**src/hdl/mrf_pkg.sv**
```systemverilog
package mrf_pkg;

    localparam logic [7:0] START_BYTE = 8'h68;

    // Frame byte positions.
    localparam logic [3:0] POS_START      = 4'd0;
    localparam logic [3:0] POS_ADDR_FIRST = 4'd1;
    localparam logic [3:0] POS_ADDR_LAST  = 4'd4;
    localparam logic [3:0] POS_HEADER     = 4'd5;
    localparam logic [3:0] POS_VALUE_FIRST = 4'd7;
    localparam logic [3:0] POS_SUM_LAST   = 4'd10;
    localparam logic [3:0] POS_CHECK      = 4'd11;
    localparam logic [3:0] POS_LAST       = 4'd12;

    typedef enum logic [1:0] {
        STATUS_OK            = 2'd0,
        STATUS_ADDR_MISMATCH = 2'd1,
        STATUS_CHECKSUM      = 2'd2,
        STATUS_HEADER        = 2'd3
    } mrf_status_t;

    // A frame byte tagged with its position in the frame.
    typedef struct packed {
        logic [7:0] rx_byte;
        logic [3:0] pos;
    } mrf_item_t;

    typedef struct packed {
        mrf_status_t status;
        logic [31:0] reading;
    } mrf_result_t;

endpackage

```
**src/hdl/meter_reply_frame_receiver.sv**
```systemverilog
// Meter reply frame receiver. Bytes are pushed one per cycle while full is
// low; anything before the 0x68 start byte is dropped, then a 13-byte reply
// frame is collected and one result is queued per frame: status (0 ok, 1
// address mismatch, 2 checksum error, 3 header error) and the little-endian
// reading in tenths, zero unless ok. A bad second start byte at frame byte 5
// gives a header error at once. The block takes one byte per clock while full
// is low, since each byte needs only a compare, an 8-bit add and a shift; a
// frame's last byte is registered in the byte queue and its result in the
// result queue. A framing stage tags each byte with its position and hands
// it through a QUEUE_DEPTH-entry byte queue to the checking stage, which
// writes results into a QUEUE_DEPTH-entry result queue. full rises only when
// both queues back up because pop is held low. meter_address is written with
// meter_address_we and should change only while no frame is in progress.
module meter_reply_frame_receiver #(
    parameter int QUEUE_DEPTH = 2
) (
    input  logic        clk,
    input  logic        rst_n,
    input  logic        meter_address_we,
    input  logic [31:0] meter_address,
    input  logic        push,
    output logic        full,
    input  logic [7:0]  rx_byte,
    input  logic        pop,
    output logic        empty,
    output logic [1:0]  frame_status,
    output logic [31:0] reading_tenths
);

    localparam int ITEM_W   = $bits(mrf_pkg::mrf_item_t);
    localparam int RESULT_W = $bits(mrf_pkg::mrf_result_t);

    logic [31:0]          meter_address_reg;
    logic                 accept;
    logic                 item_push;
    mrf_pkg::mrf_item_t   front_item;
    mrf_pkg::mrf_item_t   back_item;
    logic                 item_empty;
    logic                 item_take;
    logic                 result_full;
    logic                 result_push;
    mrf_pkg::mrf_result_t back_result;
    mrf_pkg::mrf_result_t out_result;

    assign accept = push && !full;

    always_ff @(posedge clk or negedge rst_n)
    begin
        if (!rst_n)
        begin
            meter_address_reg <= '0;
        end
        else if (meter_address_we)
        begin
            meter_address_reg <= meter_address;
        end
    end

    mrf_front u_front (
        .clk       (clk),
        .rst_n     (rst_n),
        .accept    (accept),
        .rx_byte   (rx_byte),
        .item_push (item_push),
        .item      (front_item)
    );

    mrf_fifo #(
        .WIDTH (ITEM_W),
        .DEPTH (QUEUE_DEPTH)
    ) u_item_queue (
        .clk   (clk),
        .rst_n (rst_n),
        .push  (item_push),
        .wdata (front_item),
        .full  (full),
        .pop   (item_take),
        .rdata (back_item),
        .empty (item_empty)
    );

    mrf_back u_back (
        .clk           (clk),
        .rst_n         (rst_n),
        .meter_address (meter_address_reg),
        .item_valid    (!item_empty),
        .item          (back_item),
        .item_take     (item_take),
        .result_full   (result_full),
        .result_push   (result_push),
        .result        (back_result)
    );

    mrf_fifo #(
        .WIDTH (RESULT_W),
        .DEPTH (QUEUE_DEPTH)
    ) u_result_queue (
        .clk   (clk),
        .rst_n (rst_n),
        .push  (result_push),
        .wdata (back_result),
        .full  (result_full),
        .pop   (pop),
        .rdata (out_result),
        .empty (empty)
    );

    assign frame_status   = out_result.status;
    assign reading_tenths = out_result.reading;

endmodule

```
**src/hdl/mrf_fifo.sv**
```systemverilog
module mrf_fifo #(
    parameter int WIDTH = 8,
    parameter int DEPTH = 2
) (
    input  logic             clk,
    input  logic             rst_n,
    input  logic             push,
    input  logic [WIDTH-1:0] wdata,
    output logic             full,
    input  logic             pop,
    output logic [WIDTH-1:0] rdata,
    output logic             empty
);

    localparam int PTR_W = (DEPTH > 1) ? $clog2(DEPTH) : 1;
    localparam int CNT_W = $clog2(DEPTH + 1);
    localparam logic [PTR_W-1:0] PTR_LAST = PTR_W'(DEPTH - 1);
    localparam logic [PTR_W-1:0] PTR_ONE  = PTR_W'(1);
    localparam logic [CNT_W-1:0] CNT_FULL = CNT_W'(DEPTH);
    localparam logic [CNT_W-1:0] CNT_ONE  = CNT_W'(1);

    logic [WIDTH-1:0] data_reg [DEPTH];
    logic [PTR_W-1:0] wr_ptr_reg, wr_ptr_next;
    logic [PTR_W-1:0] rd_ptr_reg, rd_ptr_next;
    logic [CNT_W-1:0] count_reg, count_next;
    logic             do_push;
    logic             do_pop;

    assign full    = (count_reg == CNT_FULL);
    assign empty   = (count_reg == '0);
    assign do_push = push && !full;
    assign do_pop  = pop && !empty;
    assign rdata   = data_reg[rd_ptr_reg];

    always_comb
    begin
        wr_ptr_next = wr_ptr_reg;
        rd_ptr_next = rd_ptr_reg;
        count_next  = count_reg;
        if (do_push)
        begin
            wr_ptr_next = (wr_ptr_reg == PTR_LAST) ? '0 : wr_ptr_reg + PTR_ONE;
        end
        if (do_pop)
        begin
            rd_ptr_next = (rd_ptr_reg == PTR_LAST) ? '0 : rd_ptr_reg + PTR_ONE;
        end
        if (do_push && !do_pop)
        begin
            count_next = count_reg + CNT_ONE;
        end
        else if (do_pop && !do_push)
        begin
            count_next = count_reg - CNT_ONE;
        end
    end

    always_ff @(posedge clk or negedge rst_n)
    begin
        if (!rst_n)
        begin
            wr_ptr_reg <= '0;
            rd_ptr_reg <= '0;
            count_reg  <= '0;
        end
        else
        begin
            wr_ptr_reg <= wr_ptr_next;
            rd_ptr_reg <= rd_ptr_next;
            count_reg  <= count_next;
        end
    end

    always_ff @(posedge clk)
    begin
        if (do_push)
        begin
            data_reg[wr_ptr_reg] <= wdata;
        end
    end

endmodule

```
**src/hdl/mrf_front.sv**
```systemverilog
module mrf_front (
    input  logic              clk,
    input  logic              rst_n,
    input  logic              accept,
    input  logic [7:0]        rx_byte,
    output logic              item_push,
    output mrf_pkg::mrf_item_t item
);

    logic [3:0] pos_reg, pos_next;

    // The frame position depends only on the start byte and the header byte,
    // so framing runs here without waiting for the checks.
    always_comb
    begin
        pos_next     = pos_reg;
        item_push    = 1'b0;
        item.rx_byte = rx_byte;
        item.pos     = pos_reg;
        if (accept)
        begin
            if (pos_reg == mrf_pkg::POS_START)
            begin
                if (rx_byte == mrf_pkg::START_BYTE)
                begin
                    item_push = 1'b1;
                    pos_next  = mrf_pkg::POS_ADDR_FIRST;
                end
            end
            else if (pos_reg > mrf_pkg::POS_LAST)
            begin
                pos_next = mrf_pkg::POS_START;
            end
            else
            begin
                item_push = 1'b1;
                if (pos_reg == mrf_pkg::POS_LAST ||
                    (pos_reg == mrf_pkg::POS_HEADER && rx_byte != mrf_pkg::START_BYTE))
                begin
                    pos_next = mrf_pkg::POS_START;
                end
                else
                begin
                    pos_next = pos_reg + 4'd1;
                end
            end
        end
    end

    always_ff @(posedge clk or negedge rst_n)
    begin
        if (!rst_n)
        begin
            pos_reg <= mrf_pkg::POS_START;
        end
        else
        begin
            pos_reg <= pos_next;
        end
    end

endmodule

```
**src/hdl/mrf_back.sv**
```systemverilog
module mrf_back (
    input  logic                clk,
    input  logic                rst_n,
    input  logic [31:0]         meter_address,
    input  logic                item_valid,
    input  mrf_pkg::mrf_item_t  item,
    output logic                item_take,
    input  logic                result_full,
    output logic                result_push,
    output mrf_pkg::mrf_result_t result
);

    logic [7:0]  sum_reg, sum_next;
    logic        addr_ok_reg, addr_ok_next;
    logic [31:0] value_reg, value_next;
    logic [1:0]  addr_idx;
    logic [7:0]  addr_want;

    assign item_take = item_valid && !result_full;
    assign addr_idx  = item.pos[1:0] - 2'd1;
    assign addr_want = meter_address[{addr_idx, 3'b000} +: 8];

    always_comb
    begin
        sum_next       = sum_reg;
        addr_ok_next   = addr_ok_reg;
        value_next     = value_reg;
        result_push    = 1'b0;
        result.status  = mrf_pkg::STATUS_OK;
        result.reading = '0;
        if (item_take)
        begin
            if (item.pos == mrf_pkg::POS_START)
            begin
                sum_next     = item.rx_byte;
                addr_ok_next = 1'b1;
                value_next   = '0;
            end
            else
            begin
                if (item.pos <= mrf_pkg::POS_ADDR_LAST && item.rx_byte != addr_want)
                begin
                    addr_ok_next = 1'b0;
                end
                if (item.pos >= mrf_pkg::POS_VALUE_FIRST && item.pos <= mrf_pkg::POS_SUM_LAST)
                begin
                    value_next = {item.rx_byte, value_reg[31:8]};
                end
                if (item.pos <= mrf_pkg::POS_SUM_LAST)
                begin
                    sum_next = sum_reg + item.rx_byte;
                end
                else if (item.pos == mrf_pkg::POS_CHECK)
                begin
                    sum_next = sum_reg - item.rx_byte;
                end

                if (item.pos == mrf_pkg::POS_HEADER && item.rx_byte != mrf_pkg::START_BYTE)
                begin
                    result_push   = 1'b1;
                    result.status = mrf_pkg::STATUS_HEADER;
                end
                else if (item.pos == mrf_pkg::POS_LAST)
                begin
                    result_push = 1'b1;
                    if (!addr_ok_reg)
                    begin
                        result.status = mrf_pkg::STATUS_ADDR_MISMATCH;
                    end
                    else if (sum_reg != 8'd0)
                    begin
                        result.status = mrf_pkg::STATUS_CHECKSUM;
                    end
                    else
                    begin
                        result.reading = value_reg;
                    end
                end
            end
        end
    end

    always_ff @(posedge clk or negedge rst_n)
    begin
        if (!rst_n)
        begin
            sum_reg     <= '0;
            addr_ok_reg <= 1'b1;
            value_reg   <= '0;
        end
        else
        begin
            sum_reg     <= sum_next;
            addr_ok_reg <= addr_ok_next;
            value_reg   <= value_next;
        end
    end

endmodule

```
**config.mk**
```make
export PLATFORM = sky130hd
export DESIGN_NAME = meter_reply_frame_receiver
export DESIGN_NICKNAME = d
export VERILOG_FILES = /design/src/hdl/mrf_pkg.sv /design/src/hdl/meter_reply_frame_receiver.sv /design/src/hdl/mrf_fifo.sv /design/src/hdl/mrf_front.sv /design/src/hdl/mrf_back.sv
export SDC_FILE = /design/constraint.sdc
export NUM_CORES = 1
export LEC_CHECK = 0
export ABC_CLOCK_PERIOD_IN_PS = 8100
export BUFFER_PORTS_ARGS = -buffer_cell sky130_fd_sc_hd__buf_4
export CELL_PAD_IN_SITES_DETAIL_PLACEMENT = 1
export CELL_PAD_IN_SITES_GLOBAL_PLACEMENT = 1
export CORE_MARGIN = 8
export CORE_UTILIZATION = 52
export DETAILED_ROUTE_END_ITERATION = 8
export PLACE_DENSITY = 0.86
export SLEW_MARGIN = 0
export SYNTH_ARGS = -nofsm -noshare
export SYNTH_HDL_FRONTEND = slang
export SYNTH_SLANG_ARGS = --single-unit
```
**constraint.sdc**
```tcl
create_clock -name clk -period 8.1 [get_ports clk]
set_input_delay 0 -clock clk [delete_from_list [all_inputs] [get_ports clk]]
set_output_delay 0 -clock clk [all_outputs]
set_load 0.005 [all_outputs]
```
# After elaboration in Yosys (flattened, before gate mapping)
# Memory sizes are Yosys's and may differ from the RTL's.
# Index checks and enable logic that the tools add are counted.
# W data, S select, Z words.
[classes] n_lt_le_gt_ge=4 n_mux=40 shifts=1 n_reduce_logical=37 n_addsub=12 eq_ne=12
[op_table] operator="$mux W32" count=5
[op_table] operator="$mux W34" count=3
[op_table] operator="$shiftx A32 B6 Y8" count=1
[op_table] operator="$mux W8" count=3
[op_table] operator="$mux W1" count=18
[op_table] operator="$mux W4" count=4
[op_table] operator="$ne A8 B7 Y1 const B" count=2
[op_table] operator="$logic_and A1 B1 Y1" count=14
[op_table] operator="$mux W2" count=7
[op_table] operator="$eq A4 B4 Y1 const B" count=3
[op_table] operator="$add A8 B8 Y8" count=1
[op_table] operator="$eq A4 B3 Y1 const B" count=2
[op_table] operator="$eq A8 B7 Y1 const B" count=1
[op_table] operator="$logic_not A1 Y1" count=8
[op_table] operator="$logic_not A4 Y1" count=2
[op_table] operator="$ne A8 B8 Y1" count=1
[op_table] operator="$reduce_and A2 Y1" count=4
[op_table] operator="$reduce_bool A2 Y1" count=4
[op_table] operator="$reduce_bool A8 Y1" count=1
[op_table] operator="$sub A8 B8 Y8" count=1
[op_table] operator="$sub A2 B1 Y2 const B" count=3
[op_table] operator="$add A1 B1 Y1 const B" count=4
[op_table] operator="$add A2 B1 Y2 const B" count=2
[op_table] operator="$add A4 B1 Y4 const B" count=1
[op_table] operator="9 further kinds" count=11
[totals] word_cells=119 mem_bits_rw=92 out_inout_bits=36 input_bits=45 memories=2 reg_bits=85
[memory_table] memory="u_result_queue.data_reg" words=2 word_bits=34 read_ports=1 rd_ports_with_merged_regs=0 write_ports=1 line="mrf_fifo.sv:22" text="logic [WIDTH-1:0] data_reg [DEPTH];"
[memory_table] memory="u_item_queue.data_reg" words=2 word_bits=12 read_ports=1 rd_ports_with_merged_regs=0 write_ports=1 line="mrf_fifo.sv:22"

# Logic depth before layout (Yosys ltp)
# Gate-level depths: netlist of run 1.
# An unclocked memory read counts as a cell.
[depth] word_depth=11 depth_mapped=14 ltp_nobuf=12

# By module
# A second synthesis of run 1 with hierarchy kept.
[unflattened] hier_cells=557 area_unflattened_um2=8316.7
[modules_own_cells] mod="mrf_fifo (u_result_queue)" cells_each=125 area_each_um2=2801.4 seq_area_each_um2=2142.1 n_inst=1
[modules_own_cells] mod="mrf_back" cells_each=264 area_each_um2=2682.6 seq_area_each_um2=1027.2 n_inst=1
[modules_own_cells] mod="meter_reply_frame_receiver" cells_each=70 area_each_um2=1355.0 seq_area_each_um2=800.8 n_inst=1
[modules_own_cells] mod="mrf_fifo (u_item_queue)" cells_each=56 area_each_um2=1099.8 seq_area_each_um2=820.8 n_inst=1
[modules_own_cells] mod="mrf_front" cells_each=42 area_each_um2=377.9 seq_area_each_um2=100.1 n_inst=1

# Worst setup path after synthesis of run 1
# OpenSTA, ideal clock, no wires.
[synth_path] path_type="register -> register" start="reg u_item_queue.rd_ptr_reg" end="mem u_result_queue.data_reg[0][0] (netlist name), enable pin" path_slack_ns=4.591 arrival_ns=3.084 required_ns=7.675 period_less_slack_ns=3.509 path_buffers=3 setup_ns=0.425 path_stages_with_launch=10 cell_sequence="dfrtp_1 buf_6 mux2i_1 buf_6 ha_1 o21ai_1 buf_2 nor2b_1 o21ai_1 nor2_1"
[synth_via] elab_chain_len=9 elab_cells_between_ends=13 cone_classes="3 x eq/ne; 6 x mux; 3 x reduce/logical; 1 x memory"
[synth_rtl] element="from (decl)" line="mrf_fifo.sv:24" text="logic [PTR_W-1:0] rd_ptr_reg, rd_ptr_next;"
[synth_rtl] element="from (signal assigned)" line="mrf_fifo.sv:69" text="rd_ptr_reg <= rd_ptr_next;"
[synth_rtl] element="$mem_v2 Z2 W12 (*)"
[synth_rtl] element="$eq A4 B4 Y1, or another cell as far along" line="mrf_back.sv:63" text="else if (item.pos == mrf_pkg::POS_LAST)"
[synth_rtl] element="$mux W1 or $logic_and A1 B1 Y1 (tied branches)" line="mrf_back.sv:63, mrf_back.sv:58"
[synth_rtl] element="$mux W1" line="mrf_back.sv:58" text="if (item.pos == mrf_pkg::POS_HEADER && item.rx_byte != mrf_pkg::START_BYTE)"
[synth_rtl] element="$mux W1 (*)" line="mrf_back.sv:33" text="if (item.pos == mrf_pkg::POS_START)"
[synth_rtl] element="$mux W1 (*)" line="mrf_back.sv:31" text="if (item_take)"
[synth_rtl] element="$logic_and A1 B1 Y1 (*)" line="mrf_fifo.sv:31" text="assign do_push = push && !full;"
[synth_rtl] element="$mux W1 (*)" line="mrf_fifo.sv:76" text="if (do_push)"
[synth_rtl] element="$mux W1 (implied by the code) (*)" line="mrf_fifo.sv:78" text="data_reg[wr_ptr_reg] <= wdata;"
[synth_rtl] element="to (decl)" line="mrf_fifo.sv:22"
# Every way passes the cells marked *; elsewhere a longest branch is shown, timed or not.

# Worst setup path in the final report of run 1
[layout_path] start="reg u_item_queue.rd_ptr_reg" end="reg u_back.sum_reg[7]"
[layout_via] elab_chain_len=5 elab_cells_between_ends=11 cone_classes="2 x add/sub; 1 x order compare; 1 x eq/ne; 3 x mux; 3 x reduce/logical; 1 x memory"
[layout_rtl] element="$mem_v2 Z2 W12 (*)"
[layout_rtl] element="$sub A8 B8 Y8" line="mrf_back.sv:55" text="sum_next = sum_reg - item.rx_byte;"
[layout_rtl] element="$mux W8" line="mrf_back.sv:53" text="else if (item.pos == mrf_pkg::POS_CHECK)"
[layout_rtl] element="$mux W8" line="mrf_back.sv:49" text="if (item.pos <= mrf_pkg::POS_SUM_LAST)"
[layout_rtl] element="$mux W8" line="mrf_back.sv:33"
[layout_rtl] element="to (signal assigned)" line="mrf_back.sv:93" text="sum_reg <= sum_next;"
[layout_rtl] element="to (decl)" line="mrf_back.sv:13" text="logic [7:0] sum_reg, sum_next;"
# Every way passes the cells marked *; elsewhere a longest branch is shown, timed or not. The select of a mux whose other input is x is not followed.
# A chain may end at the register's enable or synchronous reset.

==> results of run 1 <==
==> logic make-up after synthesis <==
group,count (synthesis)
buffers and inverters,43
muxes,85
and+or+nand+nor,197
DFF,177
AOI/OAI and AO/OA,68
xor gates and xnor gates,28
adders and majority gates,19
==> where the power goes <==
part	internal [W]	total [W]	leakage, nW	switching (W)
sequential	0.00118	0.00137	1.92	0.000189
combinational	0.000655	0.00147	1.87	0.000811
clock	0.000464	0.000828	0.284	0.000364
total	0.00230	0.00366	4.07	0.00136
==> metal layers <==
| layer | global-route usage | up-vias | share of wire |
|---|---|---|---|
| met5 | 0 | - | 0 |
| met3 | 0.0523 | 40 | 0.038 |
| met1 | 0.242 | 2717 | 0.39 |
| met2 | 0.420 | 137 | 0.55 |
| met4 | 0.0943 | 0 | 0.028 |
| li1 | - | 2444 | - |
==> metrics by stage <==
| step | std cells | util | setup slack (ns) | total power, W |
|---|---|---|---|---|
| finish | 938 | 0.648 | 4.20 | 0.00366 |
| global route | 938 | 0.648 | 3.92 | 0.00385 |
| CTS | 937 | 0.647 | 4.28 | 0.00364 |
| detailed placement | 862 | 0.580 | 4.31 | 0.00279 |
| global placement | 862 | 0.580 | 4.52 | 0.00270 |
| floorplan | 617 | - | 4.59 | 0.00233 |
==> cell usage after synthesis, drive strengths merged, types with 3 or more instances <==
library cell  instances
o21a                  4
nor2                 20
mux2i                10
and2                 35
nand2b                3
a21oi                19
nor3                  5
ha                   18
mux4                  8
a21o                  4
nand2                70
nor4                  7
o21ai                31
xor2                  9
nor2b                 4
edfxtp               92
nand3                40
dfrtp                84
clkbuf               13
buf                  17
mux2                 67
inv                  13
xnor2                19
==> worst max-delay path by stage <==
stage	start	end	slack, ns	depth (start not counted)
floorplan	u_item_queue.rd_ptr_reg$_DFFE_PN0P_	u_result_queue.data_reg[0][0]$_DFFE_PP_	4.59	9
global placement	u_item_queue.rd_ptr_reg$_DFFE_PN0P_	u_back.sum_reg[7]$_DFFE_PN0P_	4.52	12
detailed placement	u_item_queue.rd_ptr_reg$_DFFE_PN0P_	u_back.sum_reg[7]$_DFFE_PN0P_	4.31	12
CTS	u_item_queue.rd_ptr_reg$_DFFE_PN0P_	u_back.sum_reg[7]$_DFFE_PN0P_	4.28	12
global route	u_item_queue.rd_ptr_reg$_DFFE_PN0P_	u_back.sum_reg[7]$_DFFE_PN0P_	3.92	12
finish	u_item_queue.rd_ptr_reg$_DFFE_PN0P_	u_back.sum_reg[7]$_DFFE_PN0P_	4.20	12
==> cell type report <==
cell class / instances / area, µm² / share of cell area
Clock buffer: 19 / 443 / 0.0453
Timing Repair Buffer: 131 / 1090 / 0.112
Tap cell: 188 / 235 / 0.0241
Sequential cell: 177 / 4890 / 0.500
Inverter: 13 / 48.8 / 0.00499
Clock inverter: 13 / 136 / 0.0140
Multi-Input combinational cell: 397 / 2920 / 0.299
==> worst register-to-register path: stages (launching register included) <==
cell     delay [ns]
dfrtp_1        0.99
mux2i_1        0.21
buf_4          0.25
o21ai_1        0.35
and2_1         0.26
o21ai_0        0.14
xor2_1         0.18
ha_1           0.27
or4_1          0.53
o21ai_0        0.20
xor2_1         0.23
a21o_1         0.12
nand3_1        0.07
==> repair_timing <==
action | CTS | global route
hold endpoints to repair | 60 | 0
hold buffers | 43 | 0
buffers inserted | 0 | 0
==> placed cells by master, fill, tap and decap left out, drive strengths merged, types with 3 or more instances in the layout <==
cell / synthesis / routed
dlygate4sd3: 0 / 43
xnor2: 19 / 19
nand3: 40 / 40
buf: 17 / 88
nand2: 70 / 70
nor2: 20 / 20
mux4: 8 / 8
a21oi: 19 / 19
nand2b: 3 / 3
clkinv: 0 / 8
and2: 35 / 35
xor2: 9 / 9
mux2: 67 / 67
mux2i: 10 / 10
a21o: 4 / 4
ha: 18 / 18
edfxtp: 92 / 92
o21ai: 31 / 31
clkbuf: 13 / 19
dfrtp: 84 / 84
nor3: 5 / 5
nor2b: 4 / 4
inv: 13 / 15
nor4: 7 / 7
o21a: 4 / 4
==> metrics.cfg, run 1 <==
[clock_tree]
root_buffer = clkbuf_16
clock_path_buffers = 2
clkLatencyLatePin_ns = 0.44
cts_resized = 0
clk_pin_slew_ns = 0.08
cts_tree = done
cts_sinks = 177
cts_inserted_buffers = 17
ctsHtreeMaxLevel = 4

[floorplan]
dieArea_um2 = 19600
core-area_um2 = 15100
num_rows = 45
initial_utilization = 0.530
die_height_um = 140
die_x_um = 140
io_pins = 81

[synth]
synth.distinct_cells = 50
yosys_warnings = 0
synth_compound_area_frac = 0.0490
yosysTopAreaCell = edfxtp_1
synth_nets = 681
ys_seq_area_frac = 0.612
synth_cells = 617
synth.area.top_cells = edfxtp_1 (35%), dfrtp_1 (26%), mux2_2 (9.4%)
ys_seq_elements = 177
synth_top_family_by_area = multiplexers
ys_async_sr_fraction = 0.480
synthXorXnorAreaFrac = 0.0307
synth.avg_cell_area_um2 = 13.0
synth_top_area_frac = 0.346
synthSimpleGateAreaFrac = 0.122
synth_edf_count = 92
muxShareOfSynthArea = 0.131
ys.flop_type = edfxtp_1
syn_area_um2 = 7990
synthAdderAreaFrac = 0.0307

[place]
gp_congestion = 0.853
dpl-instance-area_um2 = 8750
io_buffers = 80
place_hpwl_um = 13200

[worst_setup_path]
critPathMaxFanout = 23
ff2ff_path_depth = 12
worstSetupPathType = register to register
critPathLaunchType = register
critical-path-slowest-cell = dfrtp_1
cp_num_buf_inv = 1
required_ns = 8.41
endpoint_kind = register
critPathMaxStageDelay_ns = 0.99
rrSetupSlack_ns = 4.20
path_delay_family = flip-flops
r2r_start = u_item_queue.rd_ptr_reg$_DFFE_PN0P_
crit_chain = mux2i_1, buf_4, o21ai_1, and2_1, o21ai_0, xor2_1, ha_1, or4_1, o21ai_0, xor2_1, a21o_1, nand3_1
r2r-end = u_back.sum_reg[7]$_DFFE_PN0P_
crit_arrival_ns = 4.22

[finish]
diodes = 0
largest_reg_flops = 68
syn2layout_area_growth_pct = 22.3
final_area_um2 = 9770
n_fill_cell = 1446
drive_above_1_share = 0.268
nets = 801

[global_routing]
antenna_found_initial = 0
grt_pass1_vias = 5916
grt_util_all_layers = 0.226
grt_pass1_wl_um = 33800
gr-total-overflow = 0
grt_max_degree = 75

[min_path]
hold_end = meter_address_reg[1]$_DFFE_PN0P_
holdPathStages = 2
min_from = meter_address_we
hp-class = primary input to register

[job]
timing.max_cap.violations = 0

[detailed_routing]
routed_wl_um = 21700
drtPass1Iterations = 4
num_vias = 5338
first_iter_violations = 300
drt.antenna.violating_nets = 0
drc = 0
routed_via_density = 5.69
wire_per_inst_um = 23.1

[sta]
min_period_ns = 3.90
maxSlewHeadroom = 0.155
hold_viol = 0
finalSetupViolCount = 0
fmax_ghz = 0.256
tightest_slew_ns = 1.27
rsz0062_at_grt = false
hold_slack_ns = 0.110
fin_crit_sh = 0.482
drv_slew = 0
finClkSkew_ns = 0.0126
tns_ns = 0

[power]
ir_drop_uv = 198
power.leakage_nw = 4.07
power_per_cell_area_nw_per_um2 = 374

[status]
status = complete, no violations

No activity file was read; power rests on OpenSTA's default activity.
==> inputs of run 2 (changes only) <==
--- a/config.mk
+++ b/config.mk
@@ -5,14 +5,15 @@
 export SDC_FILE = /design/constraint.sdc
 export NUM_CORES = 1
 export LEC_CHECK = 0
-export ABC_CLOCK_PERIOD_IN_PS = 8100
+export ABC_AREA = 1
+export ABC_CLOCK_PERIOD_IN_PS = 3100
 export BUFFER_PORTS_ARGS = -buffer_cell sky130_fd_sc_hd__buf_4
 export CELL_PAD_IN_SITES_DETAIL_PLACEMENT = 1
 export CELL_PAD_IN_SITES_GLOBAL_PLACEMENT = 1
 export CORE_MARGIN = 8
-export CORE_UTILIZATION = 52
+export CORE_UTILIZATION = 42
 export DETAILED_ROUTE_END_ITERATION = 8
-export PLACE_DENSITY = 0.86
+export PLACE_DENSITY = 0.77
 export SLEW_MARGIN = 0
 export SYNTH_ARGS = -nofsm -noshare
 export SYNTH_HDL_FRONTEND = slang
==> constraint.sdc (replaced) <==
create_clock -name clk -period 3.1 [get_ports clk]
set_input_delay 0 -clock clk [delete_from_list [all_inputs] [get_ports clk]]
set_output_delay 0 -clock clk [all_outputs]
set_load 0.005 [all_outputs]
==> metrics.cfg, run 2 <==
[status]
status = complete, no violations  ; unchanged

[detailed_routing]
drtPass1Iterations = 4  ; unchanged
routed_wl_um = 22100  ; was 21,700 µm
wl_met2_um = 11500  ; was 11,900 µm
drt-met1-wl_um = 9060  ; was 8420 µm
num_vias = 6374  ; was 5,338
wire_per_inst_um = 17.4  ; was 23.1 µm
wl_met3_um = 964  ; was 825 µm
drt.antenna.violating_nets = 0  ; unchanged
top_layer = met4  ; unchanged
first_iter_violations = 268  ; was 300
drc = 0  ; unchanged
routed_via_density = 5.03  ; was 5.69

[worst_setup_path]
r2r_start = u_item_queue.rd_ptr_reg$_DFFE_PN0P_  ; unchanged
ff2ff_path_depth = 16  ; was 12
crit_end = u_back.sum_reg[7]$_DFFE_PN0P_  ; unchanged
rrSetupSlack_ns = 0.23  ; was 4.20 ns
worstSetupPathType = register to register  ; unchanged
endpoint_kind = register  ; unchanged
startpoint = u_item_queue.rd_ptr_reg$_DFFE_PN0P_  ; unchanged
crit_arrival_ns = 3.20  ; was 4.22 ns
r2r-end = u_back.sum_reg[7]$_DFFE_PN0P_  ; unchanged
required_ns = 3.43  ; was 8.41 ns
critPathLaunchType = register  ; unchanged
critPathMaxFanout = 12  ; was 23

[floorplan]
dieArea_um2 = 24800  ; was 19,600 µm²
io_pins = 81  ; unchanged
core-area_um2 = 19600  ; was 15,100 µm²
initial_utilization = 0.429  ; was 0.530
die_height_um = 158  ; was 140 µm
num_rows = 51  ; was 45
die_x_um = 158  ; was 140 µm

[power]
pwr-share-comb = 0.477  ; was 0.401
ir_drop_uv = 619  ; was 198 µV
p_switching_w = 0.00447  ; was 0.00136 W
clkPwrFrac = 0.203  ; was 0.226
power.leakage_nw = 4.55  ; was 4.07 nW
p_int_w = 0.00626  ; was 0.00230 W
power_per_cell_area_nw_per_um2 = 1030  ; was 374 nW/µm²
switching_share = 0.417  ; was 0.373
power_frac_seq = 0.319  ; was 0.373

[job]
timing.max_cap.violations = 0  ; unchanged

[place]
dpl-instance-area_um2 = 9330  ; was 8750 µm²
dpl.cell_count = 1194  ; was 862
place_hpwl_um = 14200  ; was 13,200 µm
gp_congestion = 0.837  ; was 0.853
io_buffers = 80  ; unchanged

[clock_tree]
clkLatencyLatePin_ns = 0.44  ; about the same
cts_sinks = 177  ; unchanged
cts_tree = done  ; unchanged
ctsHtreeMaxLevel = 4  ; unchanged
root_buffer = clkbuf_16  ; unchanged
post_cts_buffers = 0  ; unchanged
clk_pin_slew_ns = 0.07  ; was 0.08 ns
clock_path_buffers = 2  ; unchanged
cts_inserted_buffers = 17  ; unchanged

[sta]
fin_crit_sh = 0.926  ; was 0.482
tightest_slew_ns = 0.906  ; was 1.27 ns
hold_viol = 0  ; unchanged
maxSlewHeadroom = 0.396  ; was 0.155
min_period_ns = 2.87  ; was 3.90 ns
fmax_ghz = 0.348  ; was 0.256 GHz
tns_ns = 0  ; unchanged
finClkSkew_ns = 0.00962  ; was 0.0126 ns
drv_slew = 0  ; unchanged
finalSetupViolCount = 0  ; unchanged

[global_routing]
antenna_found_initial = 0  ; unchanged
grt_util_all_layers = 0.189  ; was 0.226
grt_pass1_vias = 7041  ; was 5,916
gr-total-overflow = 0  ; unchanged
grt_max_degree = 68  ; was 75
grt_pass1_wl_um = 36400  ; was 33,800 µm

[finish]
stdcell_count = 1268  ; was 938
drive_above_1_share = 0.215  ; was 0.268
final_common_cell = nand2_1  ; was edfxtp_1
nets = 1054  ; was 801
n_fill_cell = 2218  ; was 1,446
final_area_um2 = 10400  ; was 9770 µm²
postLayoutCoreUtil = 0.531  ; was 0.648
largest_reg_flops = 68  ; unchanged
final_cell_mix = nand2_1 (274), buf_4 (97), edfxtp_1 (92), dfrtp_1 (83), inv_1 (79)  ; was edfxtp_1 (92), buf_4 (87), dfrtp_1 (84), nand2_1 (70), mux2_2 (67)
diodes = 0  ; unchanged
syn2layout_area_growth_pct = 23.6  ; was 22.3%

[synth]
synth_top_area_frac = 0.328  ; was 0.346
synth.distinct_cells = 42  ; was 50
synth_nets = 928  ; was 681
ys_seq_area_frac = 0.581  ; was 0.612
yosysTopAreaCell = edfxtp_1  ; unchanged
yosys_warnings = 0  ; unchanged
synth.avg_cell_area_um2 = 9.74  ; was 13.0 µm²
syn_area_um2 = 8410  ; was 7990 µm²
ys.flop_type = edfxtp_1  ; unchanged
synth_edf_count = 92  ; unchanged
ys_async_sr_fraction = 0.480  ; unchanged
ys_seq_elements = 177  ; unchanged
synth_most_common_cell = nand2_1  ; was edfxtp_1
yosys-top-cells-count = nand2_1 (275), edfxtp_1 (92), dfrtp_1 (84)  ; was edfxtp_1 (92), dfrtp_1 (84), nand2_1 (70)
synth_cells = 864  ; was 617
synth.area.top_cells = edfxtp_1 (33%), dfrtp_1 (25%), nand2_1 (12%)  ; was edfxtp_1 (35%), dfrtp_1 (26%), mux2_2 (9.4%)

[min_path]
hp-class = primary input to register  ; unchanged

-- run 2: changes by cell type after synthesis, sizes merged, moves of 7 or more --
cell | previous run | this run
nand2 | 70 | 285
inv | 13 | 83
mux2 | 67 | 21
nor2 | 20 | 58
and2 | 35 | 0
nand3 | 40 | 66
o22ai | 2 | 25
xnor2 | 19 | 5
mux2i | 10 | 0
mux4 | 8 | 0
nor4 | 7 | 0
-- run 2: worst min-delay path by stage --
stage                           from                                end  slack (ns)  cells past startpoint
floorplan                      rst_n   meter_address_reg[0]$_DFFE_PN0P_       -0.30                      0
detailed placement             rst_n     u_front.pos_reg[1]$_DFFE_PN0P_        0.18                      1
CTS                 meter_address_we   meter_address_reg[5]$_DFFE_PN0P_        0.02                      3
global route        meter_address_we  meter_address_reg[12]$_DFFE_PN0P_        0.06                      3
finish              meter_address_we  meter_address_reg[19]$_DFFE_PN0P_        0.02                      3
global placement               rst_n     u_front.pos_reg[1]$_DFFE_PN0P_        0.18                      1
-- run 2: logic make-up after synthesis --
family | Yosys count | share of synthesized area
simple gates | 418 | 0.216
fa+ha+maj | 19 | 0.0292
flops | 177 | 0.581
mux | 21 | 0.0281
buf+inv | 121 | 0.0635
xor+xnor | 17 | 0.0177
compound gates | 91 | 0.0643
-- run 2: power groups by stage --
| stage | combinational (W) | clock [W] | sequential (W) |
|---|---|---|---|
| after global routing | 0.00583 | 0.00231 | 0.00349 |
| after CTS | 0.00505 | 0.00222 | 0.00342 |
| after floorplan | 0.00349 | 0 | 0.00333 |
| after detailed placement | 0.00494 | 0 | 0.00345 |
| after global placement | 0.00480 | 0 | 0.00342 |
| final | 0.00512 | 0.00218 | 0.00343 |
-- run 2: what timing repair did --
item / CTS / global route
gates resized for setup: 0 / 12
setup endpoints to repair: 0 / 8
hold endpoints to repair: 113 / 0
hold buffers: 42 / 0
-- run 2: worst max-delay path, stage by stage, from the launching register on --
cell	delay, ns
dfrtp_2	0.47
buf_8	0.17
nand2_1	0.07
nand2_1	0.11
inv_1	0.15
ha_1	0.21
nand2_2	0.08
o31ai_1	0.27
xor2_1	0.21
ha_1	0.29
a21oi_1	0.17
o21ai_0	0.10
a21o_1	0.17
nand3_1	0.08
nand3_1	0.07
nand2_1	0.08
nand2_1	0.05
-- run 2: final cells by class --
type | count | area (µm²) | area share
flip-flops and latches | 177 | 4890 | 0.471
multi-input cells | 566 | 3030 | 0.291
well taps | 265 | 332 | 0.0319
clock inverters | 12 | 146 | 0.0141
inverters | 85 | 325 | 0.0313
repair buffers | 143 | 1220 | 0.118
clock buffers | 20 | 447 | 0.0430
-- run 2: through the flow --
stage / hold WS, ns / total power (W) / setup WS, ns
after detailed placement: 0.177 / 0.00839 / 0.236
after global placement: 0.176 / 0.00823 / 0.326
after CTS: 0.0176 / 0.0107 / 0.151
final: 0.0249 / 0.0107 / 0.228
after global routing: 0.0630 / 0.0116 / -0.0120
after floorplan: -0.296 / 0.00682 / 0.180
-- run 2: routing by layer --
layer | vias up | GRT usage
met3 | 35 | 0.0414
met2 | 128 | 0.338
li1 | 3101 | -
met5 | - | 0
met1 | 3110 | 0.219
met4 | 0 | 0.0680
==> inputs of run 3 (changes only) <==
--- a/config.mk
+++ b/config.mk
@@ -7,7 +7,7 @@
 export LEC_CHECK = 0
 export ABC_AREA = 1
 export ABC_CLOCK_PERIOD_IN_PS = 3100
-export BUFFER_PORTS_ARGS = -buffer_cell sky130_fd_sc_hd__buf_4
+export BUFFER_PORTS_ARGS = -buffer_cell sky130_fd_sc_hd__buf_2
 export CELL_PAD_IN_SITES_DETAIL_PLACEMENT = 1
 export CELL_PAD_IN_SITES_GLOBAL_PLACEMENT = 1
 export CORE_MARGIN = 8
==> metrics.cfg, run 3 (synthesis gave the netlist of run 2 again) <==
[finish]
final_cell_mix = nand2_1 (274), edfxtp_1 (92), dfrtp_1 (83), inv_1 (79), buf_2 (79)  ; was nand2_1 (274), buf_4 (97), edfxtp_1 (92), dfrtp_1 (83), inv_1 (79)
final_common_cell = nand2_1  ; unchanged
drive_above_1_share = 0.212  ; was 0.215
nets = 1056  ; was 1,054
postLayoutCoreUtil = 0.518  ; was 0.531
diodes = 0  ; unchanged
n_fill_cell = 2212  ; was 2,218
stdcell_count = 1270  ; was 1,268
syn2layout_area_growth_pct = 20.6  ; was 23.6%
largest_reg_flops = 68  ; unchanged

[clock_tree]
clkLatencyLatePin_ns = 0.44  ; about the same
ctsHtreeMaxLevel = 4  ; unchanged
clock_path_buffers = 2  ; unchanged
root_buffer = clkbuf_16  ; unchanged
cts_inserted_buffers = 17  ; unchanged
cts_sinks = 177  ; unchanged
clk_pin_slew_ns = 0.07  ; about the same
cts_tree = done  ; unchanged
post_cts_buffers = 0  ; unchanged

[worst_setup_path]
crit_end = u_back.sum_reg[7]$_DFFE_PN0P_  ; unchanged
r2r_start = u_item_queue.rd_ptr_reg$_DFFE_PN0P_  ; unchanged
endpoint_kind = register  ; unchanged
ff2ff_path_depth = 16  ; unchanged
worstSetupPathType = register to register  ; unchanged
critPathLaunchType = register  ; unchanged
rrSetupSlack_ns = 0.25  ; was 0.23 ns
startpoint = u_item_queue.rd_ptr_reg$_DFFE_PN0P_  ; unchanged
critPathMaxFanout = 13  ; was 12
crit_arrival_ns = 3.17  ; was 3.20 ns
required_ns = 3.42  ; was 3.43 ns
r2r-end = u_back.sum_reg[7]$_DFFE_PN0P_  ; unchanged

[floorplan]
die_x_um = 158  ; unchanged
initial_utilization = 0.429  ; unchanged
io_pins = 81  ; unchanged
core-area_um2 = 19600  ; unchanged
num_rows = 51  ; unchanged
die_height_um = 158  ; unchanged
dieArea_um2 = 24800  ; unchanged

[detailed_routing]
drtPass1Iterations = 4  ; unchanged
first_iter_violations = 304  ; was 268
routed_via_density = 5.03  ; about the same
wire_per_inst_um = 17.7  ; was 17.4 µm
drt.antenna.violating_nets = 0  ; unchanged
routed_wl_um = 22500  ; was 22,100 µm
num_vias = 6388  ; was 6,374
drc = 0  ; unchanged

[sta]
min_period_ns = 2.85  ; was 2.87 ns
finalSetupViolCount = 0  ; unchanged
fin_ws_ns = 0.251  ; was 0.228 ns
tightest_slew_ns = 1.00  ; was 0.906 ns
finClkSkew_ns = 0.0107  ; was 0.00962 ns
maxSlewHeadroom = 0.328  ; was 0.396
drv_slew = 0  ; unchanged
fin_crit_sh = 0.919  ; was 0.926
fmax_ghz = 0.351  ; was 0.348 GHz
hold_viol = 0  ; unchanged

[min_path]
hp-class = primary input to register  ; unchanged

[place]
io_buffers = 80  ; unchanged
preCtsSetupSlack_ns = 0.222  ; was 0.236 ns
gp_congestion = 0.816  ; was 0.837
dpl.cell_count = 1195  ; was 1,194
place_hpwl_um = 14600  ; was 14,200 µm

[power]
power_per_cell_area_nw_per_um2 = 1030  ; about the same
fin_total_pwr_w = 0.0104  ; was 0.0107 W
power.leakage_nw = 4.47  ; was 4.55 nW
ir_drop_uv = 597  ; was 619 µV

[status]
status = complete, no violations  ; unchanged

[job]
timing.max_cap.violations = 0  ; unchanged

[global_routing]
grt_util_all_layers = 0.186  ; was 0.189
grt_pass1_vias = 6998  ; was 7,041
grt_pass1_wl_um = 35800  ; was 36,400 µm
gr-total-overflow = 0  ; unchanged
grt_max_degree = 63  ; was 68
antenna_found_initial = 1  ; was 0

run 3: cell count changes in the layout (fill, tap and decap cells not counted), moves of 2 or more:
cell	previous run	this run
buf_2	0	79
buf_4	97	20
clkbuf_1	2	0
clkinv_1	1	5
clkinv_2	2	4
inv_6	5	3
run 3: layout make-up:
class,count,area (µm²),area share
inverter,85,325,0.0321
tap,265,332,0.0327
sequential,177,4890,0.482
multi-input combinational,567,3030,0.298
timing repair buffer,144,1020,0.100
clock buffer,18,439,0.0433
clock inverter,14,113,0.0111
run 3: how the worst min path moves through the flow:
stage,to,slack (ns),depth (start not counted),from
5_1_grt,u_front.pos_reg[1]$_DFFE_PN0P_,0.04,4,push
3_3_place_gp,u_front.pos_reg[0]$_DFFE_PN0P_,0.16,1,rst_n
3_5_place_dp,u_front.pos_reg[0]$_DFFE_PN0P_,0.17,1,rst_n
4_1_cts,u_front.pos_reg[0]$_DFFE_PN0P_,0.01,4,push
6_report,u_front.pos_reg[1]$_DFFE_PN0P_,0.03,4,push
2_1_floorplan,meter_address_reg[0]$_DFFE_PN0P_,-0.30,0,rst_n
run 3: critical path: stages, from the launching register on:
cell	delay, ns
dfrtp_2	0.45
buf_6	0.17
nand2_1	0.06
nand2_1	0.09
inv_1	0.16
ha_1	0.21
nand2_2	0.08
o21ai_0	0.20
xor2_1	0.22
ha_1	0.32
a21oi_1	0.23
o21ai_0	0.11
a21o_1	0.17
nand3_1	0.08
nand3_1	0.09
nand2_1	0.07
nand2_1	0.05
run 3: where the power goes:
group          switching, W  total (W)  internal, W
clock network      0.000935    0.00206      0.00112
registers          0.000340    0.00342      0.00308
logic               0.00317    0.00494      0.00177
total               0.00445     0.0104      0.00597
run 3: what timing repair did:
action / 4_1_cts / 5_1_grt
endpoints found under the setup margin: 0 / 7
hold buffers: 42 / 0
resized for setup: 0 / 9
endpoints found under the hold margin: 108 / 0
run 3: routing by layer:
metal,share of wire,GRT usage
met1,0.42,0.209
met2,0.52,0.344
met3,0.033,0.0351
met4,0.022,0.0698
met5,0.00040,0
run 3: stage by stage:
| step | hold WS (ns) | TNS [ns] | instance area (µm²) |
|---|---|---|---|
| after global placement | 0.162 | 0 | 9130 |
| after CTS | 0.0115 | 0 | 10100 |
| final | 0.0297 | 0 | 10100 |
| after floorplan | -0.296 | 0 | 8410 |
| after detailed placement | 0.167 | 0 | 9130 |
| after global routing | 0.0379 | -0.0316 | 10100 |
